**src/design/bfa_pkg.sv**
```systemverilog
// ----------------------------------------------------------------------------
// bfa_pkg
// Shared constants and types of the best-fit allocator: field widths,
// default sizes, operation codes and the command word passed front to back.
// ----------------------------------------------------------------------------
`default_nettype none

package bfa_pkg;

    localparam int BFA_MAX_BLOCKS  = 16;
    localparam int BFA_SIZE_WIDTH  = 16;
    localparam int BFA_FIELD_W     = 16;
    localparam int BFA_SLOT_W      = 4;
    localparam int BFA_COUNT_W     = 5;
    localparam int BFA_COUNT_RESET = 16;
    localparam int BFA_QUEUE_DEPTH = 4;

    typedef enum logic {
        BFA_OP_LOAD    = 1'b0,
        BFA_OP_REQUEST = 1'b1
    } bfa_op_t;

    typedef struct packed {
        bfa_op_t                  op;
        logic [BFA_FIELD_W-1:0]   size;
        logic [BFA_SLOT_W-1:0]    slot;
        logic                     last;
    } bfa_cmd_t;

endpackage

`default_nettype wire

```
**src/design/bfa_ram.sv**
```systemverilog
// ----------------------------------------------------------------------------
// bfa_ram
// Generic single-write, single-read memory with a registered read port.
// ----------------------------------------------------------------------------
`default_nettype none

module bfa_ram #(
    parameter int WIDTH = 16,
    parameter int DEPTH = 16,
    parameter int ADDR_W = (DEPTH > 1) ? $clog2(DEPTH) : 1
) (
    input  wire logic              clk,
    input  wire logic              we,
    input  wire logic [ADDR_W-1:0] waddr,
    input  wire logic [WIDTH-1:0]  wdata,
    input  wire logic [ADDR_W-1:0] raddr,
    output logic      [WIDTH-1:0]  rdata
);

    logic [WIDTH-1:0] mem_reg [DEPTH];
    logic [WIDTH-1:0] rdata_reg;

    always_ff @(posedge clk)
    begin
        if (we)
        begin
            mem_reg[waddr] <= wdata;
        end
        rdata_reg <= mem_reg[raddr];
    end

    assign rdata = rdata_reg;

endmodule

`default_nettype wire

```
**src/design/bfa_front.sv**
```systemverilog
// ----------------------------------------------------------------------------
// bfa_front
// Input side: takes items, drops loads aimed past the table, and queues the
// remaining commands for the execution side.
// ----------------------------------------------------------------------------
`default_nettype none

module bfa_front
    import bfa_pkg::*;
#(
    parameter int MAX_BLOCKS = BFA_MAX_BLOCKS
) (
    input  wire logic                   clk,
    input  wire logic                   rst_n,
    input  wire logic                   req_valid,
    output logic                        req_stall,
    input  wire logic                   mode,
    input  wire logic [BFA_FIELD_W-1:0] size_value,
    input  wire logic [BFA_SLOT_W-1:0]  slot_index,
    input  wire logic                   last_request,
    output logic                        cmd_valid,
    output bfa_cmd_t                    cmd,
    input  wire logic                   cmd_pop
);

    localparam int PTR_W = (BFA_QUEUE_DEPTH > 1) ? $clog2(BFA_QUEUE_DEPTH) : 1;
    localparam int CNT_W = $clog2(BFA_QUEUE_DEPTH + 1);

    bfa_cmd_t          entries_reg [BFA_QUEUE_DEPTH];
    logic [PTR_W-1:0]  wr_ptr_reg;
    logic [PTR_W-1:0]  rd_ptr_reg;
    logic [CNT_W-1:0]  count_reg;
    bfa_cmd_t          in_cmd;
    logic              keep;
    logic              push;
    logic              pop;

    always_comb
    begin
        in_cmd.op   = bfa_op_t'(mode);
        in_cmd.size = size_value;
        in_cmd.slot = slot_index;
        in_cmd.last = last_request;
    end

    // loads past the end of the table have no effect
    assign keep      = (in_cmd.op == BFA_OP_REQUEST) || (int'(slot_index) < MAX_BLOCKS);
    assign req_stall = (count_reg == CNT_W'(BFA_QUEUE_DEPTH));
    assign push      = req_valid && !req_stall && keep;
    assign pop       = cmd_pop && cmd_valid;
    assign cmd_valid = (count_reg != '0);
    assign cmd       = entries_reg[rd_ptr_reg];

    always_ff @(posedge clk)
    begin
        if (push)
        begin
            entries_reg[wr_ptr_reg] <= in_cmd;
        end
    end

    always_ff @(posedge clk or negedge rst_n)
    begin
        if (!rst_n)
        begin
            wr_ptr_reg <= '0;
            rd_ptr_reg <= '0;
            count_reg  <= '0;
        end
        else
        begin
            if (push)
            begin
                wr_ptr_reg <= wr_ptr_reg + PTR_W'(1);
            end
            if (pop)
            begin
                rd_ptr_reg <= rd_ptr_reg + PTR_W'(1);
            end
            count_reg <= count_reg + CNT_W'(push) - CNT_W'(pop);
        end
    end

endmodule

`default_nettype wire

```
**src/design/bfa_back.sv**
```systemverilog
// ----------------------------------------------------------------------------
// bfa_back
// Execution side: writes loads into the free-size table, scans the table one
// entry per cycle for the best fit, updates the winner and holds the result.
// ----------------------------------------------------------------------------
`default_nettype none

module bfa_back
    import bfa_pkg::*;
#(
    parameter int MAX_BLOCKS = BFA_MAX_BLOCKS,
    parameter int SIZE_WIDTH = BFA_SIZE_WIDTH
) (
    input  wire logic                   clk,
    input  wire logic                   rst_n,
    input  wire logic                   cfg_write,
    input  wire logic [BFA_COUNT_W-1:0] block_count,
    input  wire logic                   cmd_valid,
    input  wire bfa_cmd_t               cmd,
    output logic                        cmd_pop,
    output logic                        rsp_valid,
    input  wire logic                   rsp_stall,
    output logic                        granted,
    output logic      [BFA_SLOT_W-1:0]  chosen_block,
    output logic      [BFA_FIELD_W-1:0] remaining_size,
    output logic                        last
);

    localparam int IDX_W     = (MAX_BLOCKS > 1) ? $clog2(MAX_BLOCKS) : 1;
    localparam int LIM_W     = $clog2(MAX_BLOCKS + 1);
    localparam int LIM_RESET = (BFA_COUNT_RESET > MAX_BLOCKS) ? MAX_BLOCKS : BFA_COUNT_RESET;

    typedef enum logic [1:0] {
        ST_IDLE,
        ST_SCAN,
        ST_FINISH
    } state_t;

    state_t                  state_reg;
    logic [LIM_W-1:0]        limit_reg;
    logic [SIZE_WIDTH-1:0]   size_reg;
    logic                    last_reg;
    logic [IDX_W-1:0]        cnt_reg;
    logic                    found_reg;
    logic [IDX_W-1:0]        best_idx_reg;
    logic [SIZE_WIDTH-1:0]   best_val_reg;
    logic                    rsp_valid_reg;
    logic                    granted_reg;
    logic [BFA_SLOT_W-1:0]   chosen_reg;
    logic [BFA_FIELD_W-1:0]  remaining_reg;
    logic                    rsp_last_reg;

    logic [LIM_W-1:0]        cfg_limit;
    logic [SIZE_WIDTH-1:0]   head_size;
    logic [IDX_W-1:0]        head_slot;
    logic                    rsp_free;
    logic [SIZE_WIDTH-1:0]   rd_data;
    logic                    fits;
    logic                    better;
    logic                    scan_done;
    logic [SIZE_WIDTH-1:0]   remain;
    logic                    ram_we;
    logic [IDX_W-1:0]        ram_waddr;
    logic [SIZE_WIDTH-1:0]   ram_wdata;
    logic [IDX_W-1:0]        ram_raddr;

    bfa_ram #(
        .WIDTH (SIZE_WIDTH),
        .DEPTH (MAX_BLOCKS),
        .ADDR_W(IDX_W)
    ) u_table (
        .clk  (clk),
        .we   (ram_we),
        .waddr(ram_waddr),
        .wdata(ram_wdata),
        .raddr(ram_raddr),
        .rdata(rd_data)
    );

    // counts above the table size saturate
    assign cfg_limit = (int'(block_count) > MAX_BLOCKS) ? LIM_W'(MAX_BLOCKS)
                                                         : LIM_W'(block_count);

    assign head_size = SIZE_WIDTH'(cmd.size);
    assign head_slot = IDX_W'(cmd.slot);
    assign rsp_free  = !rsp_valid_reg || !rsp_stall;
    assign fits      = (rd_data >= size_reg);
    // strict compare keeps the lowest index on ties
    assign better    = !found_reg || (rd_data < best_val_reg);
    assign scan_done = ((LIM_W'(cnt_reg) + LIM_W'(1)) == limit_reg);
    assign remain    = best_val_reg - size_reg;
    assign cmd_pop   = (state_reg == ST_IDLE) && cmd_valid;

    always_comb
    begin
        ram_we    = 1'b0;
        ram_waddr = head_slot;
        ram_wdata = head_size;
        ram_raddr = '0;
        case (state_reg)
            ST_IDLE:
            begin
                ram_we = cmd_valid && (cmd.op == BFA_OP_LOAD);
            end
            ST_SCAN:
            begin
                // data of entry cnt is on the read port, fetch the next one
                ram_raddr = cnt_reg + IDX_W'(1);
            end
            ST_FINISH:
            begin
                ram_waddr = best_idx_reg;
                ram_wdata = remain;
                ram_we    = rsp_free && found_reg;
            end
            default:
            begin
                ram_we = 1'b0;
            end
        endcase
    end

    always_ff @(posedge clk or negedge rst_n)
    begin
        if (!rst_n)
        begin
            state_reg     <= ST_IDLE;
            limit_reg     <= LIM_W'(LIM_RESET);
            size_reg      <= '0;
            last_reg      <= 1'b0;
            cnt_reg       <= '0;
            found_reg     <= 1'b0;
            best_idx_reg  <= '0;
            best_val_reg  <= '0;
            rsp_valid_reg <= 1'b0;
            granted_reg   <= 1'b0;
            chosen_reg    <= '0;
            remaining_reg <= '0;
            rsp_last_reg  <= 1'b0;
        end
        else
        begin
            if (cfg_write)
            begin
                limit_reg <= cfg_limit;
            end
            // the finish state loads a new word itself when the register frees
            if (rsp_valid_reg && !rsp_stall && (state_reg != ST_FINISH))
            begin
                rsp_valid_reg <= 1'b0;
            end
            case (state_reg)
                ST_IDLE:
                begin
                    if (cmd_valid && (cmd.op == BFA_OP_REQUEST))
                    begin
                        size_reg  <= head_size;
                        last_reg  <= cmd.last;
                        found_reg <= 1'b0;
                        cnt_reg   <= '0;
                        state_reg <= (limit_reg == '0) ? ST_FINISH : ST_SCAN;
                    end
                end
                ST_SCAN:
                begin
                    if (fits && better)
                    begin
                        found_reg    <= 1'b1;
                        best_idx_reg <= cnt_reg;
                        best_val_reg <= rd_data;
                    end
                    cnt_reg <= cnt_reg + IDX_W'(1);
                    if (scan_done)
                    begin
                        state_reg <= ST_FINISH;
                    end
                end
                ST_FINISH:
                begin
                    if (rsp_free)
                    begin
                        rsp_valid_reg <= 1'b1;
                        granted_reg   <= found_reg;
                        chosen_reg    <= found_reg ? BFA_SLOT_W'(best_idx_reg) : '0;
                        remaining_reg <= found_reg ? BFA_FIELD_W'(remain) : '0;
                        rsp_last_reg  <= last_reg;
                        state_reg     <= ST_IDLE;
                    end
                end
                default:
                begin
                    state_reg <= ST_IDLE;
                end
            endcase
        end
    end

    assign rsp_valid      = rsp_valid_reg;
    assign granted        = granted_reg;
    assign chosen_block   = chosen_reg;
    assign remaining_size = remaining_reg;
    assign last           = rsp_last_reg;

endmodule

`default_nettype wire

```
**src/design/best_fit_allocator.sv**
```systemverilog
// ----------------------------------------------------------------------------
// best_fit_allocator
// Best-fit allocation over a table of partition free sizes.
// ----------------------------------------------------------------------------
// Input channel req_valid/req_stall carries one word per item: mode 0 loads
// size_value into partition slot_index, mode 1 requests size_value. Loads
// give no result; each request gives one word on rsp_valid/rsp_stall with
// granted, chosen_block, remaining_size and last (echo of last_request).
// Configuration channel cfg_valid/cfg_ready writes block_count, the number
// of partitions scanned from zero; cfg_ready is always high.
// Words go through a four-entry command queue into the execution side.
// There a load is written into the table from the queue head. A request
// is issued, scans block_count entries (one table read per cycle out of
// the table memory), then, once the output register is free, writes back
// the winner's remaining size and loads the result word.
// Reset sets block_count to 16 (capped at MAX_BLOCKS) and empties the queue
// and output register; table contents stay unknown until loaded.
// While rsp_stall is high the result is held, the execution side waits
// and the queue fills; req_stall rises once the queue is full.
// ----------------------------------------------------------------------------
`default_nettype none

module best_fit_allocator
    import bfa_pkg::*;
#(
    parameter int MAX_BLOCKS = BFA_MAX_BLOCKS,
    parameter int SIZE_WIDTH = BFA_SIZE_WIDTH
) (
    input  wire logic                   clk,
    input  wire logic                   rst_n,
    input  wire logic                   cfg_valid,
    output logic                        cfg_ready,
    input  wire logic [BFA_COUNT_W-1:0] block_count,
    input  wire logic                   req_valid,
    output logic                        req_stall,
    input  wire logic                   mode,
    input  wire logic [BFA_FIELD_W-1:0] size_value,
    input  wire logic [BFA_SLOT_W-1:0]  slot_index,
    input  wire logic                   last_request,
    output logic                        rsp_valid,
    input  wire logic                   rsp_stall,
    output logic                        granted,
    output logic      [BFA_SLOT_W-1:0]  chosen_block,
    output logic      [BFA_FIELD_W-1:0] remaining_size,
    output logic                        last
);

    bfa_cmd_t cmd;
    logic     cmd_valid;
    logic     cmd_pop;

    assign cfg_ready = 1'b1;

    bfa_front #(
        .MAX_BLOCKS(MAX_BLOCKS)
    ) u_front (
        .clk         (clk),
        .rst_n       (rst_n),
        .req_valid   (req_valid),
        .req_stall   (req_stall),
        .mode        (mode),
        .size_value  (size_value),
        .slot_index  (slot_index),
        .last_request(last_request),
        .cmd_valid   (cmd_valid),
        .cmd         (cmd),
        .cmd_pop     (cmd_pop)
    );

    bfa_back #(
        .MAX_BLOCKS(MAX_BLOCKS),
        .SIZE_WIDTH(SIZE_WIDTH)
    ) u_back (
        .clk           (clk),
        .rst_n         (rst_n),
        .cfg_write     (cfg_valid && cfg_ready),
        .block_count   (block_count),
        .cmd_valid     (cmd_valid),
        .cmd           (cmd),
        .cmd_pop       (cmd_pop),
        .rsp_valid     (rsp_valid),
        .rsp_stall     (rsp_stall),
        .granted       (granted),
        .chosen_block  (chosen_block),
        .remaining_size(remaining_size),
        .last          (last)
    );

endmodule

`default_nettype wire

```
**config.mk**
```make
export PLATFORM = sky130hd
export DESIGN_NAME = best_fit_allocator
export DESIGN_NICKNAME = d
export VERILOG_FILES = /design/src/design/bfa_pkg.sv /design/src/design/bfa_ram.sv /design/src/design/bfa_front.sv /design/src/design/bfa_back.sv /design/src/design/best_fit_allocator.sv
export SDC_FILE = /design/constraint.sdc
export NUM_CORES = 1
export LEC_CHECK = 0
export BUFFER_PORTS_ARGS = -buffer_cell sky130_fd_sc_hd__buf_2
export CAP_MARGIN = 30
export CORE_MARGIN = 5
export CORE_UTILIZATION = 45
export DETAILED_ROUTE_END_ITERATION = 7
export SETUP_SLACK_MARGIN = 0.4
export SLEW_MARGIN = 10
export SYNTH_ARGS = -nofsm -noshare
export SYNTH_HDL_FRONTEND = slang
export SYNTH_SLANG_ARGS = --single-unit
```
**constraint.sdc**
```tcl
create_clock -name clk -period 3.9 [get_ports clk]
set_input_delay 0.39 -clock clk [delete_from_list [all_inputs] [get_ports clk]]
set_output_delay 0.39 -clock clk [all_outputs]
set_load 0.01 [all_outputs]
```
==> results.cfg <==
[cells_and_area]
final_area_um2 = 21290
drive_gt1_share_pct = 21.92
regArea_um2 = 12630
n_fill_cell = 3359
nNetsFinal = 1397
diodes = 0
largest_reg_flops = 256
multi_input_area_um2 = 5502
syn2layout_area_growth_pct = 14.80
layoutNonFillerInstCount = 1878

[clocking]
cts_hold_buf = 1
cts_made_buffers = 46
cts-root-buf = clkbuf_16
clock_latency_ns = 0.56
clockBufferDepth = 3
cts_post_setup_buffers_inserted = 0
post_cts_resized = 0
clk_pin_slew_ns = 0.06
cts_tree = done
htree_levels = 2
clock_sinks = 439

[grt]
grt_overflow_total = 0
grt_max_degree = 66
antenna_found_initial = 0
grt_pass1_vias = 10840
grt_pass1_wl_mm = 64.71
grt_usage_pct = 18.78

[sta]
clock_skew_ns = 0.01993
fmaxAchievable_ghz = 0.3271
worst_slew_pin_slew_ns = 0.9630
setup_tns_ns = 0
slew_viol_final = 0
relSlewSlack_pct = 35.73
rsz0062_at_grt = no
period_share_pct = 78.40
hold_viol = 0
finalSetupViolCount = 0
layout_min_cycle_time_ns = 3.058
setup_slack_ns = 0.8424

[critical_path]
cp_top_family = compound AO/OA/AOI/OAI gates
worstPathArrival_ns = 3.49
startpoint_type = flop
crit_buf_inv = 2
worstPathMaxFanout = 12
cp_slowest_cell = nand4_2
crit_path_end_kind = flop
max_stage_delay_ns = 0.49
crit_path_cell_trace = inv_1, ha_1, a211o_1, a31oi_1, o32ai_1, o41ai_2, nand4_2, buf_4, mux2_4
cp_data_required_time_ns = 4.33
crit_type = flop to flop

[power]
peakVddDrop_mv = 0.4186
total_power_w = 0.01948
seq_power_share_pct = 37.5
p_int_w = 0.01241
sw_frac_of_total_pct = 36.28
power_density_nw_per_um2 = 915.0
p_switching_w = 0.007068
clkPwrFrac_pct = 22.0
p_comb_share_pct = 40.5
leakage_nw = 7.937

[yosys]
synth_cells = 1203
syn_area_um2 = 18540
synth_edf_count = 344
yosysSeqAreaShare_pct = 68.10
syn_nets = 1290
postSynth.asyncResetShare_pct = 18.00
synth_top_area_share_pct = 55.71
synthFlopType = edfxtp_1
syn_avg_cell_area_um2 = 15.41
synth_seq_cells = 439
synthTopCellsByCount = edfxtp_1 (344), nand2_1 (97), dfrtp_1 (78), o21ai_0 (64), mux2i_1 (59)
yosysMostFrequentCell = edfxtp_1
ys_warn_count = 0
yosysTopAreaCell = edfxtp_1
yosysUniqueCellTypes = 66
synth_top_cells_by_area = edfxtp_1 (56%), dfrtp_1 (11%), mux4_2 (5.0%)

[floorplanning]
initial_core_util_pct = 45.41
coreArea_um2 = 40830
chipHeight_um = 213.0
fp-row-count = 74
fp.dieW_um = 213.0
ios = 57
dieArea_um2 = 45370

[placed_design]
postPlaceCellArea_um2 = 19750
placed_cells = 1790
place_hpwl_mm = 26.38
place_ws_ns = 0.6655
routabilityCongestion = 0.8285
portBuffers = 55

[status]
status = finished clean

[routing]
met2WireLength_mm = 20.77
route.met3.wl_mm = 1.588
post_drt_wl_per_cell_um = 22.61
postRouteAntennaNets = 0
routed_wl_mm = 42.47
dr.pass1.iters = 7
dr.max_layer_used = met4
viasPerCell = 5.593
drt_iter0_drc = 760
m1WireLength_mm = 19.28
vias = 10500
route.detailed.drc = 0

[job]
cap_viol_max_count = 0

[min_path]
hold_class = input pin to flop
cells by family (layout without fill, tap and decap cells):
family                     after synthesis  after routing  synth area share [%]
AOI/OAI and AO/OA                      239            239                 8.664
xor gates and xnor gates                19             19                0.8974
adders and majority gates               55             55                 3.792
buffers and inverters                  110            253                 2.578
DFF                                    439            439                 68.10
muxes                                  137            137                 10.78
other                                    1              1               0.02022
and+or+nand+nor                        203            203                 5.169
worst register-to-register path, delay by kind of cell (launching register included):
family,cells,cell delay [ns]
adders and majority gates,1,0.28
DFF,1,0.38
AOI/OAI and AO/OA,4,1.00
and+or+nand+nor,1,0.49
muxes,1,0.32
buffers and inverters,2,0.46
worst paths after layout:
kind / from / slack [ns] / cells past startpoint / end
max in group asynchronous: rst_n / 2.52 / 3 / u_back.cnt_reg[0]
worst max register to register: u_back.best_val_reg[2] / 0.84 / 9 / u_back.best_idx_reg[2]
min in group asynchronous: rst_n / 0.44 / 2 / u_back.remaining_size[14]
worst min-delay path: size_value[7] / 0.05 / 1 / u_front.entries_reg[1][12]
worst max-delay path: u_back.best_val_reg[2] / 0.84 / 9 / u_back.best_idx_reg[2]
worst min register to register: u_back.granted / 0.47 / 2 / u_back.granted
cell type report:
class	count	share of cell area, %
Sequential cell	439	59.34
Clock inverter	28	1.270
Timing Repair Buffer	119	3.762
Multi-Input combinational cell	654	25.84
Clock buffer	56	5.778
Tap cell	532	3.127
Inverter	50	0.8816
power groups by stage:
| stage | clock network [W] | registers (W) | logic, W |
|---|---|---|---|
| global route | 0.00458 | 0.00739 | 0.00864 |
| floorplan | 0 | 0.00724 | 0.00535 |
| CTS | 0.00440 | 0.00731 | 0.00793 |
| detailed placement | 0 | 0.00740 | 0.00788 |
| finish | 0.00429 | 0.00730 | 0.00789 |
| global placement | 0 | 0.00737 | 0.00769 |
per-layer routing:
layer / vias to the layer above / track usage (%)
met4: 0 / 4.723
met5: - / 0
met3: 55 / 2.924
met1: 5386 / 26.46
li1: 4856 / -
met2: 207 / 30.97
through the flow:
| step | util, % | hold WS, ns |
|---|---|---|
| 3_5_place_dp | 48.36 | 0.4608 |
| 5_1_grt | 52.14 | 0.02697 |
| 2_1_floorplan | - | 0.09441 |
| 4_1_cts | 52.06 | 0.02212 |
| 3_3_place_gp | 48.28 | 0.4546 |
| 6_report | 52.14 | 0.04830 |
cell usage in the layout, fill, tap and decap left out, types with 6 or more instances in the layout:
cell type  instances
and2_1             7
a21o_1             8
xor2_1             6
nor2_1            20
clkinv_2           7
dfrtp_1           77
a21oi_1           27
nand2_1           96
edfxtp_1         344
o221ai_1          16
mux2_2            19
buf_4             61
inv_1             50
nand3_1           16
clkbuf_1           7
a211oi_1          29
nor2b_1           19
mux2_4            18
dfxtp_1           16
o22ai_1           33
xnor2_1           12
mux2i_1           59
ha_1              53
clkinv_1           8
a311oi_1          15
nor2_2            13
clkbuf_16         47
buf_2             54
o21ai_0           62
mux4_2            41
Note: power is estimated with default switching activity, not from simulation.
